==> config.mk <==
export PLATFORM = sky130hd
export DESIGN_NAME = direct_mapped_group_table_unit
export DESIGN_NICKNAME = d
export VERILOG_FILES = /design/src/rtl/dmgt_pkg.sv /design/src/rtl/dmgt_ram.sv /design/src/rtl/direct_mapped_group_table_unit.sv
export SDC_FILE = /design/constraint.sdc
export NUM_CORES = 2
export LEC_CHECK = 0
export BUFFER_PORTS_ARGS = -buffer_cell sky130_fd_sc_hd__buf_2
export CORE_MARGIN = 5
export CORE_UTILIZATION = 40
export CTS_CLUSTER_DIAMETER = 150
export DETAILED_ROUTE_END_ITERATION = 10
export GPL_TIMING_DRIVEN = 0
export MAX_ROUTING_LAYER = met4
export SETUP_SLACK_MARGIN = 0.3
export SLEW_MARGIN = 30
export SYNTH_ARGS = -nofsm -noshare
export SYNTH_HDL_FRONTEND = slang
export SYNTH_HIERARCHICAL = 1
export SYNTH_SLANG_ARGS = --single-unit
==> constraint.sdc <==
create_clock -name i_clk -period 15.8 [get_ports i_clk]
set_input_delay 3.95 -clock i_clk [delete_from_list [all_inputs] [get_ports i_clk]]
set_output_delay 3.95 -clock i_clk [all_outputs]
set_load 0.03 [all_outputs]
==> src/rtl/dmgt_pkg.sv <==
`timescale 1ns / 1ps
// ----------------------------------------------------------------------------
// dmgt_pkg
// shared widths, function codes and request/result types of the direct-mapped
// group table
// ----------------------------------------------------------------------------
package dmgt_pkg;

    localparam int FUNC_W      = 2;
    localparam int KEY_W       = 10;
    localparam int RECORD_W    = 64;
    localparam int COUNT_W     = 11;

    localparam int NUM_ROWS_DEF    = 1024;
    localparam int RECORD_BITS_DEF = 64;

    // function codes
    localparam logic [FUNC_W-1:0] FUNC_FIND    = 2'd0;
    localparam logic [FUNC_W-1:0] FUNC_CLEAR   = 2'd1;
    localparam logic [FUNC_W-1:0] FUNC_SET_END = 2'd2;

    typedef struct packed {
        logic [FUNC_W-1:0]   func;
        logic [KEY_W-1:0]    group_key;
        logic [RECORD_W-1:0] group_record;
        logic                insert_new;
        logic [COUNT_W-1:0]  new_end;
    } t_req;

    typedef struct packed {
        logic               found;
        logic [KEY_W-1:0]   row_index;
        logic               no_row;
        logic [COUNT_W-1:0] row_count;
        logic               end_accepted;
    } t_res;

endpackage

==> src/rtl/dmgt_ram.sv <==
`timescale 1ns / 1ps
// ----------------------------------------------------------------------------
// dmgt_ram
// generic single-clock ram, one write port, one read port with registered data
// ----------------------------------------------------------------------------
module dmgt_ram #(
    parameter int WIDTH = 8,
    parameter int DEPTH = 16
) (
    input  logic                     i_clk,
    input  logic                     i_we,
    input  logic [$clog2(DEPTH)-1:0] i_waddr,
    input  logic [WIDTH-1:0]         i_wdata,
    input  logic                     i_re,
    input  logic [$clog2(DEPTH)-1:0] i_raddr,
    output logic [WIDTH-1:0]         o_rdata
);

    logic [WIDTH-1:0] r_mem [DEPTH];
    logic [WIDTH-1:0] r_rdata;

    always_ff @(posedge i_clk) begin
        if (i_we) begin
            r_mem[i_waddr] <= i_wdata;
        end
        if (i_re) begin
            r_rdata <= r_mem[i_raddr];
        end
    end

    assign o_rdata = r_rdata;

endmodule

==> src/rtl/direct_mapped_group_table_unit.sv <==
`timescale 1ns / 1ps
// ----------------------------------------------------------------------------
// direct_mapped_group_table_unit
// group-by table indexed directly by the group code, with occupied bitmap,
// record store, insertion-order list and row count
// ----------------------------------------------------------------------------
// result path: a taken request is registered in the request stage while its
//   occupied bit is read, then decided and written back into the result register
// throughput: one find or set-end request per cycle, back to back, while no
//   sweep is running; a clear holds busy until the occupied bitmap is swept
// reset: synchronous, active low; afterwards busy stays high while the
//   occupied bitmap is swept to zero
// results cannot be stalled: o_done is a one-cycle strobe
module direct_mapped_group_table_unit #(
    parameter int NUM_ROWS    = dmgt_pkg::NUM_ROWS_DEF,
    parameter int RECORD_BITS = dmgt_pkg::RECORD_BITS_DEF
) (
    input  logic           i_clk,
    input  logic           i_rst_n,
    input  logic           start,
    input  dmgt_pkg::t_req i_req,
    output logic           busy,
    output logic           o_done,
    output dmgt_pkg::t_res o_res
);

    import dmgt_pkg::*;

    localparam int AW    = $clog2(NUM_ROWS);
    localparam int CNT_W = $clog2(NUM_ROWS + 1);
    localparam int CMP_W = (CNT_W > COUNT_W) ? CNT_W : COUNT_W;

    // request stage: request held while its occupied bit is read
    logic          r_s1_vld;
    t_req          r_s1;

    // result register
    logic          r_done;
    t_res          r_res;

    // row count
    logic [CNT_W-1:0] r_rows;
    logic [CNT_W-1:0] n_rows;

    // bitmap sweep after reset and on clear
    logic          r_sweeping;
    logic [AW-1:0] r_sweep_addr;

    // forwarding of the occupied bit written in the previous cycle
    logic          r_fwd_vld;
    logic [AW-1:0] r_fwd_addr;

    logic          accept;
    logic [AW-1:0] s1_addr;
    logic          s1_in_range;
    logic          occ_rdata;
    logic          occ_hit;
    logic          do_insert;
    logic          do_append;
    logic          start_sweep;
    logic          occ_we;
    logic [AW-1:0] occ_waddr;
    logic          occ_wdata;
    t_res          n_res;

    assign busy   = r_sweeping | (r_s1_vld & (r_s1.func == FUNC_CLEAR));
    assign accept = start & ~busy;

    assign s1_addr     = AW'(r_s1.group_key);
    assign s1_in_range = int'(r_s1.group_key) < NUM_ROWS;

    // a read issued at the edge of a write sees the old bit, so forward it
    assign occ_hit = occ_rdata | (r_fwd_vld & (r_fwd_addr == s1_addr));

    // decide on the request in the request stage
    always_comb begin
        n_res       = '0;
        n_rows      = r_rows;
        do_insert   = 1'b0;
        do_append   = 1'b0;
        start_sweep = 1'b0;
        if (r_s1_vld) begin
            case (r_s1.func)
                FUNC_FIND: begin
                    if (!s1_in_range) begin
                        n_res.no_row = 1'b1;
                    end else if (occ_hit) begin
                        n_res.found     = 1'b1;
                        n_res.row_index = r_s1.group_key;
                    end else if (!r_s1.insert_new) begin
                        n_res.no_row = 1'b1;
                    end else begin
                        n_res.row_index = r_s1.group_key;
                        do_insert       = 1'b1;
                        // a full count keeps the bit and record but does not append
                        if (r_rows < CNT_W'(NUM_ROWS)) begin
                            do_append = 1'b1;
                            n_rows    = r_rows + CNT_W'(1);
                        end
                    end
                end
                FUNC_CLEAR: begin
                    n_rows      = '0;
                    start_sweep = 1'b1;
                end
                FUNC_SET_END: begin
                    if (CMP_W'(r_s1.new_end) <= CMP_W'(r_rows)) begin
                        n_rows             = CNT_W'(r_s1.new_end);
                        n_res.end_accepted = 1'b1;
                    end
                end
                default: begin
                    // unused code: nothing changes
                end
            endcase
        end
        n_res.row_count = COUNT_W'(n_rows);
    end

    // occupied bitmap write port: sweep wins, requests are held off meanwhile
    always_comb begin
        if (r_sweeping) begin
            occ_we    = 1'b1;
            occ_waddr = r_sweep_addr;
            occ_wdata = 1'b0;
        end else begin
            occ_we    = do_insert;
            occ_waddr = s1_addr;
            occ_wdata = 1'b1;
        end
    end

    always_ff @(posedge i_clk) begin
        if (!i_rst_n) begin
            r_s1_vld     <= 1'b0;
            r_done       <= 1'b0;
            r_rows       <= '0;
            r_sweeping   <= 1'b1;
            r_sweep_addr <= '0;
            r_fwd_vld    <= 1'b0;
        end else begin
            r_s1_vld  <= accept;
            r_done    <= r_s1_vld;
            r_rows    <= n_rows;
            r_fwd_vld <= do_insert;
            if (start_sweep) begin
                r_sweeping   <= 1'b1;
                r_sweep_addr <= '0;
            end else if (r_sweeping) begin
                if (r_sweep_addr == AW'(NUM_ROWS - 1)) begin
                    r_sweeping <= 1'b0;
                end
                r_sweep_addr <= r_sweep_addr + AW'(1);
            end
        end
    end

    // payload registers
    always_ff @(posedge i_clk) begin
        if (accept) begin
            r_s1 <= i_req;
        end
        r_res      <= n_res;
        r_fwd_addr <= s1_addr;
    end

    assign o_done = r_done;
    assign o_res  = r_res;

    // occupied bitmap
    dmgt_ram #(
        .WIDTH (1),
        .DEPTH (NUM_ROWS)
    ) u_occ_ram (
        .i_clk   (i_clk),
        .i_we    (occ_we),
        .i_waddr (occ_waddr),
        .i_wdata (occ_wdata),
        .i_re    (accept),
        .i_raddr (AW'(i_req.group_key)),
        .o_rdata (occ_rdata)
    );

    // record store, written on insert only
    dmgt_ram #(
        .WIDTH (RECORD_BITS),
        .DEPTH (NUM_ROWS)
    ) u_row_ram (
        .i_clk   (i_clk),
        .i_we    (do_insert),
        .i_waddr (s1_addr),
        .i_wdata (r_s1.group_record[RECORD_BITS-1:0]),
        .i_re    (1'b0),
        .i_raddr (s1_addr),
        .o_rdata ()
    );

    // insertion-order list, appended at the current count
    dmgt_ram #(
        .WIDTH (KEY_W),
        .DEPTH (NUM_ROWS)
    ) u_order_ram (
        .i_clk   (i_clk),
        .i_we    (do_append),
        .i_waddr (r_rows[AW-1:0]),
        .i_wdata (r_s1.group_key),
        .i_re    (1'b0),
        .i_raddr (r_rows[AW-1:0]),
        .o_rdata ()
    );

    // every accepted request gives exactly one result strobe
    a_one_result: assert property (@(posedge i_clk) disable iff (!i_rst_n)
        r_s1_vld |=> o_done)
        else $error("request without result");

    // no request taken while the bitmap is being swept
    a_sweep_blocks: assert property (@(posedge i_clk) disable iff (!i_rst_n)
        r_sweeping |-> !accept)
        else $error("request taken during sweep");

    // count never exceeds the table size
    a_count_bound: assert property (@(posedge i_clk) disable iff (!i_rst_n)
        r_rows <= CNT_W'(NUM_ROWS))
        else $error("row count beyond table size");

    // found and no row are exclusive
    a_found_excl: assert property (@(posedge i_clk) disable iff (!i_rst_n)
        o_done |-> !(o_res.found && o_res.no_row))
        else $error("found together with no row");

endmodule
Word level (Yosys, flattened, before mapping)
Memories as Yosys holds them, arrays and structs flattened. A register that Yosys moved wholly into a read port is not among the register bits.
Index checks and enable logic that the tools add are counted.

word-level totals
  bits in registers = 83
  memory bits (writable) = 1,024
  input bits = 91
  output and inout bits = 26
  word-level logic and storage cells = 63
  memories kept = 1

memory list
  name             depth  width  rd ports  clocked after memory_dff  write ports  RTL line        text
  u_occ_ram.r_mem  1,024  1      1         1                         1            dmgt_ram.sv:19  logic [WIDTH-1:0] r_mem [DEPTH];

operators by class
  add/sub/neg operators = 2
  order comparisons = 2
  equality and inequality tests = 4
  multiplexer cells = 24
  bitwise gates (word level) = 9
  reduce and logical (&&, ||, !) cells = 5

operator list
  kind                   count
  $mux 11                5
  $pmux 11 s3            1
  $mux 10                3
  $mux 1                 15
  $add 11x1->11 const B  1
  $le 11x11->1           1
  $lt 11x11->1 const B   1
  $add 10x1->10 const B  1
  $eq 10x10->1           1
  $eq 10x10->1 const B   1
  $not 1->1              4
  $reduce_and 2->1       2
  $and 1x1->1            3
  $reduce_or 3->1        1
  $eq 2x1->1 const B     1
  $eq 2x2->1 const B     1
  $logic_not 2->1        1
  $or 1x1->1             2
  $reduce_or 2->1        1

Logic depth before layout (Yosys ltp)
  depth in word-level cells = 9
  depth in mapped cells = 15
  depth with buffers taken out = 8

Modules after synthesis
The synthesis kept the hierarchy.

modules (own cells, without submodules)
  module                          times used  cells each  area each (um^2)  seq. area each (um^2)
  dmgt_ram                        1           3,112       44,666.6          30,779.5
  direct_mapped_group_table_unit  1           344         3,651.0           1,901.8

Least setup slack after synthesis
No wires, ideal clock.

  path kind = flip-flop to output port
  start = register r_sweeping
  end = output busy
  data arrival time = 12.556 ns
  required time = 11.850 ns
  slack = -0.706 ns
  cell stages (with the launch flop) = 5
  buffers on the path = 1
  cell sequence = dfxtp_1 -> clkbuf_1 -> inv_1 -> and2_1 -> inv_1

on the way
  word-level cells in the longest chain between the ends = 1

ends and longest elaborated chain
  item                    RTL line                               text
  start, declared         direct_mapped_group_table_unit.sv:46   logic r_sweeping;
  start signal, assigned  direct_mapped_group_table_unit.sv:138  r_sweeping <= 1'b1;
  start signal, assigned  direct_mapped_group_table_unit.sv:147  r_sweeping <= 1'b1;
  start signal, assigned  direct_mapped_group_table_unit.sv:151  r_sweeping <= 1'b0;
  $or 1x1->1              direct_mapped_group_table_unit.sv:66   assign busy = r_sweeping | (r_s1_vld & (r_s1.func == FUNC_CLEAR));
  end, declared           direct_mapped_group_table_unit.sv:22   output logic busy,

Every way passes these cells.

==> metrics.txt <==
Resized cells post-CTS 0; minimum clock period 9.314 ns; outcome finished, final reports clean; first-pass GRT wire length ~240000 µm; distinct cell type count of the synthesized netlist between 70 and 80; DRT antenna net count 0; Avg Inst Size Synth 13.98 µm²; DR iter-0 viols 6246; top area cells in the synthesized netlist sky130_fd_sc_hd__edfxtp_1 (65%), sky130_fd_sc_hd__mux4_2 (9.3%), sky130_fd_sc_hd__nor2_1 (8.3%), sky130_fd_sc_hd__mux2i_1 (2.6%), sky130_fd_sc_hd__dfxtp_1 (2.4%); total net switching power ~1.4 mW; number of antenna violations at the first check in global routing 9; clock-pin slew reported for the worst setup and hold paths after clock tree synthesis 0.06 ns; via count of the first global-routing pass 30.94k; arithmetic-cell share of the synthesized area counting full adders, half adders and majority gates 0.3366%; CTS tree built; number of levels in the clock H-tree 3; clock tree skew after final layout 0.03483 ns; fin util about 46%; switching part of the total 22.32%; area delta synth->final 13.91%; Core ar. 0.1200 mm²; Hold Path Class flop to flop; final routed wire length divided by cell count 32.13 µm; fraction of the mapped netlist area in simple logic gates a little under an eighth; combined area of all synthesized cells 0.04832 mm²; effective utilization at floorplan roughly two fifths; number of endpoints with negative hold slack in the final report 0; root cell of the clock tree sky130_fd_sc_hd__clkbuf_16; first-pass detailed-route iteration total 7; total chip power 6.129 mW; async set-reset flop share out of synthesis 0%; share of the yosys chip area belonging to registers 67.64%; DP Wirelength between 100000 and 150000 µm; Arrival @ worst endpoint 9.54 ns; Synth top area share 65.19%; post-synthesis register bit count roughly 1.1k; sequential group share of total power 51.7%; number of CTS-inserted buffers around 110; total wire length after detailed routing around 170000 µm; Synthesized Nets 3560; Crit. End Element flop; class of the most critical setup path input port to flop; pin count of the biggest net entering global routing 50; Ys Warns 6; most instantiated library cell after synthesis sky130_fd_sc_hd__nor2_1; vertical die dimension 357.6 µm; Leak roughly 15 nW; final worst hold slack 0.4683 ns; total number of nets in the final design 3756; internal power 4.761 mW; share of post-route cells with drive strength above 1 16.56%; total cell area at the placement stage 0.05129 mm²; maximum VDD drop slightly below 90 µV; cell type with the largest total area after synthesis sky130_fd_sc_hd__edfxtp_1; Die X-Extent 357.6 µm; global placement routability congestion 0.9797; startpoint class of the critical path input port; setup fix buffers added after clock tree synthesis 0; Post-synth top flop sky130_fd_sc_hd__edfxtp_1; area fraction in compound gates after synthesis 3.589%; number of synthesized flops with an enable pin 1049; number of cells produced by synthesis 3456; unrepaired setup endpoints after global routing false; global route overflow 0; actual slew at the worst max-slew pin approximately 1.2 ns; MaxCap Viol Count 0; gr usage total 27.28%; post-DR vias/cell 6.152; power density of the placed cells roughly 110 mW/mm²; DRC violation count after routing 0; combinational family with the most area after synthesis multiplexers; peak clock frequency supported by timing 107.4 MHz; post-placement cell count about 5k; area of all placed cells without fillers 0.05504 mm²; Finish-stage setup viols 0; portion of netlist area occupied by mux cells about an eighth; num rows 127; highest fanout seen on the critical path 10; fillers 10.65k; Post-CTS Hold Fix Bufs 0; fraction of power consumed by combinational cells 4.4%; clk sink count 1108; vias after detailed routing 33.03k; source-to-sink clock delay at the later pin of the worst-skew pair 0.73 ns; maximum clock path buffer count 3; count of buffers from port buffering 51; cell types with the highest counts after synthesis sky130_fd_sc_hd__nor2_1 (1062), sky130_fd_sc_hd__edfxtp_1 (1049), sky130_fd_sc_hd__mux4_2 (200), sky130_fd_sc_hd__clkbuf_1 (189), sky130_fd_sc_hd__mux2i_1 (127); Die ar. 0.1278 mm²; count of final max-slew check failures 0; proportion of power drawn by the clock network 44.0%; xor/xnor share of the synthesized area less than 1%; Slew headroom between 20% and 30%; total I/O pin count 117; Final period util 58.95%; post-route non-filler standard cell count 5370; Req. time, crit path 16.03 ns
## routing by layer
metal  vias up  global-route usage, %  share of wire, %
met4         0                  12.05               5.3
met5         -                      -                 0
li1      13190                      -                 -
met1     16950                  35.47                37
met3       506                  7.059                14
met2      2391                  40.73                45
## cell usage in the layout, fill, tap and decap left out, types with 7 or more instances in the layout
cell and n:
sky130_fd_sc_hd__nor2_1 1060, sky130_fd_sc_hd__bufinv_16 10, sky130_fd_sc_hd__clkbuf_2 60, sky130_fd_sc_hd__mux4_2 200, sky130_fd_sc_hd__nand2_1 114, sky130_fd_sc_hd__mux2i_1 127, sky130_fd_sc_hd__nand2b_1 8, sky130_fd_sc_hd__a22oi_1 19
sky130_fd_sc_hd__nor2b_1 12, sky130_fd_sc_hd__o21ai_0 18, sky130_fd_sc_hd__nand3_1 50, sky130_fd_sc_hd__nand4_1 20, sky130_fd_sc_hd__buf_16 8, sky130_fd_sc_hd__buf_1 55, sky130_fd_sc_hd__buf_4 15, sky130_fd_sc_hd__clkbuf_16 116
sky130_fd_sc_hd__a21oi_1 46, sky130_fd_sc_hd__mux2_2 13, sky130_fd_sc_hd__and2_1 20, sky130_fd_sc_hd__edfxtp_1 1049, sky130_fd_sc_hd__mux4_1 14, sky130_fd_sc_hd__inv_1 20, sky130_fd_sc_hd__and3_1 10, sky130_fd_sc_hd__nor4_1 7
sky130_fd_sc_hd__clkinv_1 23, sky130_fd_sc_hd__o221ai_1 50, sky130_fd_sc_hd__buf_12 22, sky130_fd_sc_hd__o22ai_1 30, sky130_fd_sc_hd__a31oi_1 14, sky130_fd_sc_hd__nor3_1 42, sky130_fd_sc_hd__ha_1 13, sky130_fd_sc_hd__buf_6 21
sky130_fd_sc_hd__xnor2_1 14, sky130_fd_sc_hd__buf_2 76, sky130_fd_sc_hd__clkinv_2 24, sky130_fd_sc_hd__clkbuf_1 154, sky130_fd_sc_hd__diode_2 8, sky130_fd_sc_hd__dfxtp_1 59
## state kept, by name (all words and copies together) (netlist names)
signal / flops
o_done: 1
o_res: 24
r_fwd_addr: 10
r_fwd_vld: 1
r_rows: 11
r_s1: 14
r_s1_vld: 1
r_sweep_addr: 10
r_sweeping: 1
s1_addr: 10
u_occ_ram/o_rdata: 1
u_occ_ram/r_mem: 1024
## logic make-up (layout without fill, tap and decap cells)
logic type	after synthesis	in the layout
buffers and inverters	337	631
DFF	1108	1108
AOI/OAI and AO/OA	239	239
xor gates and xnor gates	20	20
muxes	354	354
adders and majority gates	13	13
other	0	8
and+or+nand+nor	1385	1385
## stage by stage
| step | setup WS [ns] | setup TNS, ns |
|---|---|---|
| finish | 6.486 | 0 |
| floorplan | 2.802 | 0 |
| global route | 6.977 | 0 |
| global placement | -3.289 | -2765.61 |
| CTS | 7.040 | 0 |
| detailed placement | 6.291 | 0 |
## worst max-delay path, stage by stage
cell	delay, ns
sky130_fd_sc_hd__buf_2	0.10
sky130_fd_sc_hd__clkbuf_1	0.85
sky130_fd_sc_hd__clkinv_1	1.22
sky130_fd_sc_hd__buf_4	0.57
sky130_fd_sc_hd__clkbuf_2	0.41
sky130_fd_sc_hd__clkbuf_1	0.58
sky130_fd_sc_hd__a21oi_1	0.30
sky130_fd_sc_hd__nor3_1	0.08
sky130_fd_sc_hd__nor3_1	0.40
sky130_fd_sc_hd__nor3_1	0.23
sky130_fd_sc_hd__a32oi_1	0.20
sky130_fd_sc_hd__o2111ai_1	0.55
## cell type report
cell class                 count  area [µm²]  share of cell area, %
clock inverter                68       626.9                  1.139
clock buffer                 146        3065                  5.570
multi-input combinational   2011       14070                  25.57
timing repair buffer          80       878.3                  1.596
antenna                        8       20.02                0.03637
inverter                      24       93.84                 0.1705
sequential                  1108       32680                  59.38
buffer                       313        1585                  2.880
tap                         1612        2017                  3.665
## worst paths after layout
check             slack [ns]  cells past startpoint                    to        from
setup / recovery        6.49                     12     u_occ_ram/o_rdata   i_req[78]
setup reg to reg       11.39                      9  u_occ_ram/r_mem[868]  r_sweeping
hold reg to reg         0.47                      0         r_fwd_addr[2]  s1_addr[2]
hold / removal          0.47                      0         r_fwd_addr[2]  s1_addr[2]
## power groups by stage
stage               sequential, mW  combinational [mW]  clock (mW)
CTS                           3.17               0.253        2.72
global route                  3.16               0.262        2.84
finish                        3.17               0.268        2.69
global placement              3.23               0.251           0
floorplan                     3.23               0.121           0
detailed placement            3.23               0.253           0
Note: power is estimated with default switching activity, not from simulation.
